**src/sv/mbrpe_pkg.sv**
```systemverilog
// ----------------------------------------------------------------------------
// MBR partition entry encoder package
// Types and constants shared by the partition entry encoder.
// ----------------------------------------------------------------------------
package mbrpe_pkg;

	// Geometry register indexes on the write port.
	localparam logic REG_SECTORS_PER_HEAD   = 1'b0;
	localparam logic REG_HEADS_PER_CYLINDER = 1'b1;

	localparam logic [5:0] SPH_RESET = 6'd32;
	localparam logic [7:0] HPC_RESET = 8'd64;

	// Largest block number that still fits a 32-bit sector address.
	localparam logic [29:0] BLOCK_MAX = 30'h3FFF_FFFF;

	localparam logic [9:0] CYL_MAX      = 10'd1023;
	localparam logic [8:0] TABLE_BASE   = 9'd446;
	localparam logic [8:0] ENTRY_STRIDE = 9'd16;
	localparam logic [7:0] BOOT_NONE    = 8'h00;

	// Quotient bits resolved by the divider pipeline.
	localparam int CYL_BITS   = 10;
	localparam int HEAD_BITS  = 8;
	localparam int DIV_STAGES = CYL_BITS + HEAD_BITS;
	localparam int REM_W      = 24;

	// One CHS conversion in flight.
	typedef struct packed {
		logic                  ovf;
		logic [REM_W-1:0]      rem;
		logic [DIV_STAGES-1:0] quo;
	} lane_t;

	// Fields that ride along with a request unchanged.
	typedef struct packed {
		logic [8:0]  offset;
		logic [7:0]  ptype;
		logic [31:0] first_lba;
		logic [31:0] count;
	} side_t;

endpackage

```
**src/sv/mbr_partition_entry_encoder_unit.sv**
```systemverilog
// ----------------------------------------------------------------------------
// MBR partition entry encoder
// Turns one partition request into the fields of a classic MBR table entry.
// ----------------------------------------------------------------------------
// A request is taken at a rising edge where start is high and busy is low.
// Busy is held low: the pipeline takes a new request in every cycle.
// Each request carries the slot, the type byte, and the start and size in
// 2048-byte blocks. The block saturates the start and end block numbers,
// forms the first and last 512-byte sector addresses, and converts both to
// cylinder, head and sector with the geometry in the two write registers.
// The conversion runs through a restoring divider that resolves one
// quotient bit per stage: ten stages for the cylinder, eight for the head.
// A request passes three setup stages, the divider stages and an output
// register; done then pulses for one cycle, and the result is taken at the
// edge that ends that cycle. Sustained throughput is one request per cycle.
// The receiver cannot stall, so no request ever waits inside the block.
// Reset clears all valid bits and loads the default geometry of 32 sectors
// per head and 64 heads per cylinder. The geometry may only be rewritten
// while no request is in flight; stage 3, the divider and the output stage read the live registers.
// ----------------------------------------------------------------------------
module mbr_partition_entry_encoder_unit
	import mbrpe_pkg::*;
(
	input  logic        clk,
	input  logic        arst_n,
	input  logic        wr_en,
	input  logic        wr_index,
	input  logic [7:0]  wr_data,
	input  logic        start,
	output logic        busy,
	input  logic [2:0]  slot_number,
	input  logic [7:0]  part_type_in,
	input  logic [31:0] start_block,
	input  logic [31:0] size_blocks,
	output logic        done,
	output logic [8:0]  entry_offset,
	output logic [7:0]  boot_flag,
	output logic [7:0]  first_head,
	output logic [7:0]  start_sec_cylhi,
	output logic [7:0]  start_cyl_low,
	output logic [7:0]  part_type_out,
	output logic [7:0]  last_head,
	output logic [7:0]  end_sec_cylhi,
	output logic [7:0]  end_cyl_low,
	output logic [31:0] first_lba,
	output logic [31:0] lba_count
);

	localparam int LATENCY = 3 + DIV_STAGES + 1;

	// Geometry registers. A zero value is treated as one.
	logic [5:0]  sph_q;
	logic [7:0]  hpc_q;
	logic [5:0]  sph_eff;
	logic [7:0]  hpc_eff;
	logic [13:0] per_cyl;

	always_ff @(posedge clk or negedge arst_n) begin
		if (!arst_n) begin
			sph_q <= SPH_RESET;
			hpc_q <= HPC_RESET;
		end else if (wr_en) begin
			case (wr_index)
				REG_SECTORS_PER_HEAD:   sph_q <= wr_data[5:0];
				REG_HEADS_PER_CYLINDER: hpc_q <= wr_data;
				default: ;
			endcase
		end
	end

	assign sph_eff = (sph_q == 6'd0) ? 6'd1 : sph_q;
	assign hpc_eff = (hpc_q == 8'd0) ? 8'd1 : hpc_q;
	assign per_cyl = 14'(sph_eff) * 14'(hpc_eff);

	assign busy = 1'b0;

	logic accept;
	assign accept = start && !busy;

	// Stage 1: the end block and the entry offset.
	logic        v_s1;
	logic [31:0] start_blk_s1;
	logic [31:0] end_blk_s1;
	logic [7:0]  ptype_s1;
	logic [8:0]  offset_s1;
	logic [8:0]  offset_d;

	// Slot zero counts as the first entry, slots above four as the last.
	always_comb begin
		case (slot_number) inside
			3'd0, 3'd1: offset_d = TABLE_BASE;
			3'd2:       offset_d = TABLE_BASE + ENTRY_STRIDE;
			3'd3:       offset_d = TABLE_BASE + 9'(2 * ENTRY_STRIDE);
			default:    offset_d = TABLE_BASE + 9'(3 * ENTRY_STRIDE);
		endcase
	end

	// Stage 2: saturated blocks become sector addresses.
	logic        v_s2;
	logic [31:0] a_lba_s2;
	logic [31:0] b_lba_s2;
	logic [7:0]  ptype_s2;
	logic [8:0]  offset_s2;
	logic [29:0] a_sat;
	logic [29:0] b_sat;

	assign a_sat = (start_blk_s1[31:30] != 2'b00) ? BLOCK_MAX : start_blk_s1[29:0];
	assign b_sat = (end_blk_s1[31:30] != 2'b00) ? BLOCK_MAX : end_blk_s1[29:0];

	// Stage 3: cylinder overflow test, sector count, divider setup.
	logic  v_s3;
	lane_t a_s3;
	lane_t b_s3;
	side_t side_s3;

	always_ff @(posedge clk or negedge arst_n) begin
		if (!arst_n) begin
			v_s1 <= 1'b0;
			v_s2 <= 1'b0;
			v_s3 <= 1'b0;
		end else begin
			v_s1 <= accept;
			v_s2 <= v_s1;
			v_s3 <= v_s2;
		end
	end

	always_ff @(posedge clk) begin
		start_blk_s1 <= start_block;
		end_blk_s1   <= start_block + size_blocks;
		ptype_s1     <= part_type_in;
		offset_s1    <= offset_d;

		a_lba_s2  <= {a_sat, 2'b00};
		b_lba_s2  <= {b_sat, 2'b00} - 32'd1;
		ptype_s2  <= ptype_s1;
		offset_s2 <= offset_s1;

		// A cylinder of 1024 or more means the address is at least 1024 cylinders.
		a_s3.ovf <= (a_lba_s2[31:10] >= 22'(per_cyl));
		a_s3.rem <= a_lba_s2[REM_W-1:0];
		a_s3.quo <= '0;
		b_s3.ovf <= (b_lba_s2[31:10] >= 22'(per_cyl));
		b_s3.rem <= b_lba_s2[REM_W-1:0];
		b_s3.quo <= '0;
		side_s3.offset    <= offset_s2;
		side_s3.ptype     <= ptype_s2;
		side_s3.first_lba <= a_lba_s2;
		side_s3.count     <= b_lba_s2 - a_lba_s2 + 32'd1;
	end

	// Divider stages: one restoring step per stage, cylinder bits first.
	function automatic lane_t div_step(lane_t l, logic [REM_W-1:0] dvs,
		logic [DIV_STAGES-1:0] qmask);
		lane_t r;
		r = l;
		if (l.rem >= dvs) begin
			r.rem = l.rem - dvs;
			r.quo = l.quo | qmask;
		end
		return r;
	endfunction

	logic  [DIV_STAGES-1:0] div_v_s;
	lane_t                  div_a_s    [DIV_STAGES];
	lane_t                  div_b_s    [DIV_STAGES];
	side_t                  div_side_s [DIV_STAGES];

	for (genvar i = 0; i < DIV_STAGES; i++) begin : g_div
		localparam logic [DIV_STAGES-1:0] QMASK = DIV_STAGES'(1) << (DIV_STAGES - 1 - i);

		logic             v_in;
		lane_t            a_in;
		lane_t            b_in;
		side_t            side_in;
		logic [REM_W-1:0] dvs;

		if (i == 0) begin : g_first
			assign v_in    = v_s3;
			assign a_in    = a_s3;
			assign b_in    = b_s3;
			assign side_in = side_s3;
		end else begin : g_next
			assign v_in    = div_v_s[i-1];
			assign a_in    = div_a_s[i-1];
			assign b_in    = div_b_s[i-1];
			assign side_in = div_side_s[i-1];
		end

		if (i < CYL_BITS) begin : g_cyl
			assign dvs = REM_W'(per_cyl) << (CYL_BITS - 1 - i);
		end else begin : g_head
			assign dvs = REM_W'(sph_eff) << (DIV_STAGES - 1 - i);
		end

		always_ff @(posedge clk or negedge arst_n) begin
			if (!arst_n) begin
				div_v_s[i] <= 1'b0;
			end else begin
				div_v_s[i] <= v_in;
			end
		end

		always_ff @(posedge clk) begin
			div_a_s[i]    <= div_step(a_in, dvs, QMASK);
			div_b_s[i]    <= div_step(b_in, dvs, QMASK);
			div_side_s[i] <= side_in;
		end
	end

	// Output register: clamp, then pack cylinder and sector as MBR does.
	lane_t      a_fin;
	lane_t      b_fin;
	logic [9:0] a_cyl;
	logic [9:0] b_cyl;
	logic [7:0] a_head;
	logic [7:0] b_head;
	logic [5:0] a_sec;
	logic [5:0] b_sec;

	assign a_fin = div_a_s[DIV_STAGES-1];
	assign b_fin = div_b_s[DIV_STAGES-1];

	always_comb begin
		if (a_fin.ovf) begin
			a_cyl  = CYL_MAX;
			a_head = hpc_eff - 8'd1;
			a_sec  = sph_eff;
		end else begin
			a_cyl  = a_fin.quo[DIV_STAGES-1:HEAD_BITS];
			a_head = a_fin.quo[HEAD_BITS-1:0];
			a_sec  = a_fin.rem[5:0] + 6'd1;
		end
		if (b_fin.ovf) begin
			b_cyl  = CYL_MAX;
			b_head = hpc_eff - 8'd1;
			b_sec  = sph_eff;
		end else begin
			b_cyl  = b_fin.quo[DIV_STAGES-1:HEAD_BITS];
			b_head = b_fin.quo[HEAD_BITS-1:0];
			b_sec  = b_fin.rem[5:0] + 6'd1;
		end
	end

	logic        done_q;
	logic [8:0]  offset_q;
	logic [7:0]  first_head_q;
	logic [7:0]  start_sec_cylhi_q;
	logic [7:0]  start_cyl_low_q;
	logic [7:0]  ptype_q;
	logic [7:0]  last_head_q;
	logic [7:0]  end_sec_cylhi_q;
	logic [7:0]  end_cyl_low_q;
	logic [31:0] first_lba_q;
	logic [31:0] count_q;

	always_ff @(posedge clk or negedge arst_n) begin
		if (!arst_n) begin
			done_q <= 1'b0;
		end else begin
			done_q <= div_v_s[DIV_STAGES-1];
		end
	end

	always_ff @(posedge clk) begin
		offset_q          <= div_side_s[DIV_STAGES-1].offset;
		ptype_q           <= div_side_s[DIV_STAGES-1].ptype;
		first_lba_q       <= div_side_s[DIV_STAGES-1].first_lba;
		count_q           <= div_side_s[DIV_STAGES-1].count;
		first_head_q      <= a_head;
		start_sec_cylhi_q <= {a_cyl[9:8], a_sec};
		start_cyl_low_q   <= a_cyl[7:0];
		last_head_q       <= b_head;
		end_sec_cylhi_q   <= {b_cyl[9:8], b_sec};
		end_cyl_low_q     <= b_cyl[7:0];
	end

	assign done            = done_q;
	assign entry_offset    = offset_q;
	assign boot_flag       = BOOT_NONE;
	assign first_head      = first_head_q;
	assign start_sec_cylhi = start_sec_cylhi_q;
	assign start_cyl_low   = start_cyl_low_q;
	assign part_type_out   = ptype_q;
	assign last_head       = last_head_q;
	assign end_sec_cylhi   = end_sec_cylhi_q;
	assign end_cyl_low     = end_cyl_low_q;
	assign first_lba       = first_lba_q;
	assign lba_count       = count_q;

`ifndef SYNTH
	// Every result comes from a request taken earlier, through the setup, divider and output registers.
	a_done_from_request: assert property (@(posedge clk) disable iff (!arst_n)
		done |-> $past(accept, LATENCY))
		else $error("result without a matching request");

	// The offset always names one of the four table entries.
	a_offset_range: assert property (@(posedge clk) disable iff (!arst_n)
		done |-> (entry_offset[3:0] == 4'd14 && entry_offset >= TABLE_BASE &&
			entry_offset <= TABLE_BASE + 9'(3 * ENTRY_STRIDE)))
		else $error("entry offset out of range");

	// Heads stay below the head count, clamped or not.
	a_head_bound: assert property (@(posedge clk) disable iff (!arst_n)
		done |-> (first_head < hpc_eff && last_head < hpc_eff))
		else $error("head beyond geometry");

	// Sector numbers are one-based and never exceed the track length.
	a_sector_bound: assert property (@(posedge clk) disable iff (!arst_n)
		done |-> (start_sec_cylhi[5:0] != 6'd0 && start_sec_cylhi[5:0] <= sph_eff &&
			end_sec_cylhi[5:0] != 6'd0 && end_sec_cylhi[5:0] <= sph_eff))
		else $error("sector beyond geometry");
`endif

endmodule
```
**config.mk**
```make
export PLATFORM = sky130hd
export DESIGN_NAME = mbr_partition_entry_encoder_unit
export DESIGN_NICKNAME = d
export VERILOG_FILES = /design/src/sv/mbrpe_pkg.sv /design/src/sv/mbr_partition_entry_encoder_unit.sv
export SDC_FILE = /design/constraint.sdc
export NUM_CORES = 2
export LEC_CHECK = 0
export CAP_MARGIN = 20
export CORE_MARGIN = 4
export CORE_UTILIZATION = 35
export DETAILED_ROUTE_END_ITERATION = 8
export DONT_BUFFER_PORTS = 1
export MAX_ROUTING_LAYER = met4
export PLACE_DENSITY = 0.59
export RECOVER_POWER = 50
export SLEW_MARGIN = 30
export SYNTH_ARGS = -nofsm -noshare
export SYNTH_HDL_FRONTEND = slang
export SYNTH_SLANG_ARGS = --single-unit
```
**constraint.sdc**
```tcl
create_clock -name clk -period 7 [get_ports clk]
set_input_delay 0.7 -clock clk [delete_from_list [all_inputs] [get_ports clk]]
set_output_delay 0.7 -clock clk [all_outputs]
set_load 0.02 [all_outputs]
```
# Yosys cells after proc, flatten, opt, wreduce, memory -nomap -nowiden

Memory sizes are Yosys's and may differ from the RTL's. A register that Yosys moved wholly into a read port is not among the register bits.
Cells that the tools add are included.

Word-level logic and storage cells: 192
Register bits: 371
RAM bits: 3006
Input bits: 88
Memories kept: 3

Reductions and logical operators: 9
Equality and inequality tests: 3
Add/sub/neg operators: 43
$lt $le $gt $ge: 38
Multiply operators: 1
Muxes and demuxes: 45
Bitwise gates (word level): 1

Memory list:

| name       | words | bits a word | rd ports | clocked after memory_dff | write ports | line                                    | RTL |
|---|---|---|---|---|---|---|---|
| div_side_s | 18    | 81          | 18       | 1                        | 18          | mbr_partition_entry_encoder_unit.sv:167 | `side_t div_side_s [DIV_STAGES];` |
| div_a_s    | 18    | 43          | 18       | 0                        | 18          | mbr_partition_entry_encoder_unit.sv:165 | `lane_t div_a_s [DIV_STAGES];` |
| div_b_s    | 18    | 43          | 18       | 0                        | 18          | mbr_partition_entry_encoder_unit.sv:166 | `lane_t div_b_s [DIV_STAGES];` |

Operators by type and width:

| cell                                         | count |
|---|---|
| 2-to-1 mux 42 bit                            | 36 |
| greater-or-equal comparator 24 x 10 -> 1 bit | 2 |
| greater-or-equal comparator 24 x 11 -> 1 bit | 2 |
| greater-or-equal comparator 24 x 12 -> 1 bit | 2 |
| greater-or-equal comparator 24 x 13 -> 1 bit | 2 |
| greater-or-equal comparator 24 x 14 -> 1 bit | 2 |
| greater-or-equal comparator 24 x 15 -> 1 bit | 2 |
| greater-or-equal comparator 24 x 16 -> 1 bit | 2 |
| greater-or-equal comparator 24 x 17 -> 1 bit | 2 |
| greater-or-equal comparator 24 x 18 -> 1 bit | 2 |
| greater-or-equal comparator 24 x 19 -> 1 bit | 2 |
| greater-or-equal comparator 24 x 20 -> 1 bit | 2 |
| greater-or-equal comparator 24 x 21 -> 1 bit | 2 |
| greater-or-equal comparator 24 x 22 -> 1 bit | 2 |
| greater-or-equal comparator 24 x 23 -> 1 bit | 2 |
| greater-or-equal comparator 24 x 6 -> 1 bit  | 2 |
| greater-or-equal comparator 24 x 7 -> 1 bit  | 2 |
| greater-or-equal comparator 24 x 8 -> 1 bit  | 2 |
| greater-or-equal comparator 24 x 9 -> 1 bit  | 2 |
| subtractor 24 x 10 -> 24 bit                 | 2 |
| subtractor 24 x 11 -> 24 bit                 | 2 |
| subtractor 24 x 12 -> 24 bit                 | 2 |
| subtractor 24 x 13 -> 24 bit                 | 2 |
| subtractor 24 x 14 -> 24 bit                 | 2 |
| 35 further kinds                             | 58 |

# Longest topological paths before layout

Depth after elaboration: 5
Gate-level depth with buffers: 31
Depth with buffers taken out: 29

# Least setup slack after synthesis

OpenSTA, ideal clock, no wires.

Path kind: register to register
Start: register sph_q[1]
End: memory div_b_s[5][23] (netlist name)
Buffers on the path: 1
Arrival: 7683 ps
Required time: 6877 ps
Cell stages (with the launch flop): 27
Path slack: -806 ps
Path through: dfrtp_1 > or4_1 > nor2_1 > nor2_1 > inv_2 > and2_1 > fa_1 > inv_1 > fa_1 > fa_1 > inv_1 > ha_1 > a21oi_1 > and2_1 > o21bai_1 > a21oi_1 > o21bai_1 > a21oi_1 > xor2_1 > ha_1 > and3_1 > a221o_1 > maj3_2 > maj3_2 > a2111o_1 > buf_2 > mux2_1

RTL lines:

| item                   | line                                    | RTL |
|---|---|---|
| start, declared        | mbr_partition_entry_encoder_unit.sv:52  | `logic [5:0] sph_q;` |
| start signal, assigned | mbr_partition_entry_encoder_unit.sv:64  | `REG_SECTORS_PER_HEAD: sph_q <= wr_data[5:0];` |
| end, declared          | mbr_partition_entry_encoder_unit.sv:166 |  |

==> metrics.yaml <==
outcome:
  status: "finished, final reports clean"
grt:
  grt_antenna_before_repair: 8
  grt_max_degree: 40
  gr-total-overflow: 0
  grt_usage_pct: 13.8
  grt_pass1_wl_mm: 287
  grt_pass1_vias: 54200
critical_path:
  cp.arrival_ps: 7570
  crit_path_start_kind: "register"
  path_max_fanout: 7
  cp.required_ps: 7730
  end_kind: "register"
  criticalPathCategory: "reg2reg"
synthesis:
  synth-compound-area-share_pct: 8.35
  synthMuxAreaShare_pct: 1.36
  synth.yosys.seq_area_share_pct: 63.1
  ys_warn_count: 0
  synth_cells: 7672
  synthArstFlopShare_pct: 1.28
  synth_flop_cell: "dfxtp_1"
  syn_area_um2: 89700
  synth.largest_area_cell: "dfxtp_1"
  synthDistinctLibCells: 94
  synthXorXnorAreaFrac_pct: 6.38
  synth-edff-count: 0
  ys_ff_latch: 2818
  synth_top_area_share_pct: 62.1
  synth_top_family_by_area: "simple AND/OR/NAND/NOR gates"
  yosys.area_share.simple_pct: 10.3
  synth_area_leaders: "dfxtp_1 62%, ha_1 6.7%, xnor2_1 3.5%"
  synthAdderAreaFrac_pct: 8.55
  avgSynthCellArea_um2: 11.7
clock_network:
  worstSkewPairLatency_ps: 920
  root_buffer: "clkbuf_16"
  htree_levels: 5
  cts.sinks: 2818
  cts-buffers-inserted: 302
  clkTransAtPathRegs_ps: 60
  cts_tree: "yes"
  clockBufferDepth: 4
layout:
  fin_area_um2: 107000
  area_delta_synth_final_pct: 19.3
  nNetsFinal: 8840
  layout-drive-gt1-share_pct: 12.1
  final_common_cell: "dfxtp_1"
  stdcell_count: 11800
  most-common-layout-cells: "2779 x dfxtp_1, 481 x nor2_1, 466 x ha_1"
floorplan:
  dieArea_um2: 265000
  core_area_um2: 255000
  pin_count: 227
  die_w_um: 514
  rows: 185
  initial_core_util_pct: 35.2
  fp.dieH_um: 514
sta:
  max_slew.worst_pin.slew_ps: 903
  hold_viol: 0
  max_freq_ghz: 0.146
  period_minus_slack_ps: 6830
  finalSetupViolations: 0
  rsz0062_at_grt: "true"
  clock_skew_ps: 95.1
  maxSlewViolCount: 0
  slew_headroom_pct: 39.6
  finalCritPeriodShare_pct: 97.6
  holdWs_ps: 87.1
placed_design:
  io_buffers: 0
  hpwl_mm: 130
  routabilityCongestion: 0.898
  dp.cells: 11200
  placed_area_um2: 95700
drt:
  vias: 53600
  postRouteAntennaNets: 0
  wl_per_cell_um: 15.3
  drt-vias-per-instance: 4.54
  drt_pass1_iterations: 5
  wl_mm: 181
  drtIter0Drc: 2290
  drc: 0
job:
  drv_cap: 0
worst_hold_path:
  holdCritPathClass: "in2reg"
[worst paths after layout]
check,startpoint,slack [ps],end,cells past startpoint
min reg2reg,div_a_s[0][17],260,div_a_s[1][17],0
min,start_block[30],90,end_blk_s1[30],2
max,sph_q[5],170,div_b_s[5][23],27
max in group asynchronous,arst_n,6480,sph_q[5],2
max reg2reg,sph_q[5],170,div_b_s[5][23],27
min in group asynchronous,arst_n,260,hpc_q[7],2
[cells in the mapped netlist (18+ instances only)]
cell,n
a211oi_1,22
a21boi_0,26
a21o_1,142
a21oi_1,377
a31oi_1,25
and2_1,53
and3_1,39
buf_2,30
buf_4,22
clkbuf_1,80
dfrtp_1,34
dfxtp_1,2782
fa_1,62
ha_1,480
inv_1,289
maj3_1,38
mux2_2,86
mux2i_1,18
nand2_1,455
nand2b_1,93
nand3_1,99
nand3b_1,21
nand4_1,56
nor2_1,492
nor2b_1,63
nor3_1,160
nor4_1,90
o211ai_1,23
o21a_1,41
o21ai_0,318
o21bai_1,43
o31ai_1,41
or2_2,43
or3_1,101
or4_1,33
xnor2_1,359
xor2_1,295
[kinds of logic (layout without fill, tap and decap cells)]
group | after synthesis | after routing
DFF | 2818 | 2818
and+or+nand+nor | 1867 | 1867
AOI/OAI and AO/OA | 1203 | 1203
xor gates and xnor gates | 654 | 654
adders and majority gates | 584 | 584
buffers and inverters | 434 | 1170
muxes | 110 | 110
other | 2 | 24
[through the flow]
step                      TNS (ps)  util, %  setup WS (ps)
after floorplan              -2070        -           -140
after global placement        -350     37.6           -134
after detailed placement      -756     37.6           -141
after CTS                        0     41.8           6.53
after global routing         -1700     42.0          -96.7
final                            0     42.0            168
[routing by layer]
metal	vias up	track usage (%)	wire (um)
met1	25000	16.9	82000
li1	27200	-	-
met4	0	4.73	5650
met2	955	22.6	84700
met3	390	2.89	8420
met5	-	-	0
[critical path, stage by stage (launching register included)]
cell,delay (ps)
dfstp_2,370
or4_4,530
nor2_4,140
nor2_4,60
inv_4,60
and2_4,130
fa_1,410
inv_2,70
fa_1,440
fa_1,550
inv_2,50
ha_4,220
a21oi_2,150
and2_4,160
o21bai_1,80
a21oi_2,180
o21bai_1,120
a21oi_2,240
xor2_4,270
buf_12,190
ha_4,220
and3_1,150
a221o_1,310
maj3_2,330
maj3_2,320
a2111o_1,430
buf_8,170
mux2_1,300
[flip-flops by register name (all words and copies together) (netlist names), 18 cells and up]
name,flops
a_lba_s2,30
b_lba_s2,30
b_s3,23
div_a_s,586
div_b_s,586
div_side_s,1250
end_blk_s1,32
first_lba,30
g_div.side_in,71
g_div.v_in,18
lba_count,30
start_blk_s1,32
[layout make-up]
class | instances | area (um2)
Clock inverter | 104 | 1220
Timing Repair Buffer | 357 | 3260
Clock buffer | 415 | 8660
Multi-Input combinational cell | 4437 | 32000
Inverter | 294 | 1110
Fill cell | 23600 | 148000
Antenna cell | 5 | 12.5
Sequential cell | 2818 | 56600
Tap cell | 3366 | 4210
[what timing repair did]
| action | CTS | global route |
|---|---|---|
| hold endpoints to repair | 109 | 0 |
| buffers inserted | 9 | 13 |
| gates cloned | 0 | 4 |
| resized for setup | 5 | 111 |
| pin swaps | 4 | 33 |
| hold buffers | 69 | 0 |
| endpoints found under the setup margin | 39 | 343 |
Power is left out: the tool's default activity adds up to more than one toggle a clock period on the data nets, which glitch-free logic cannot reach.
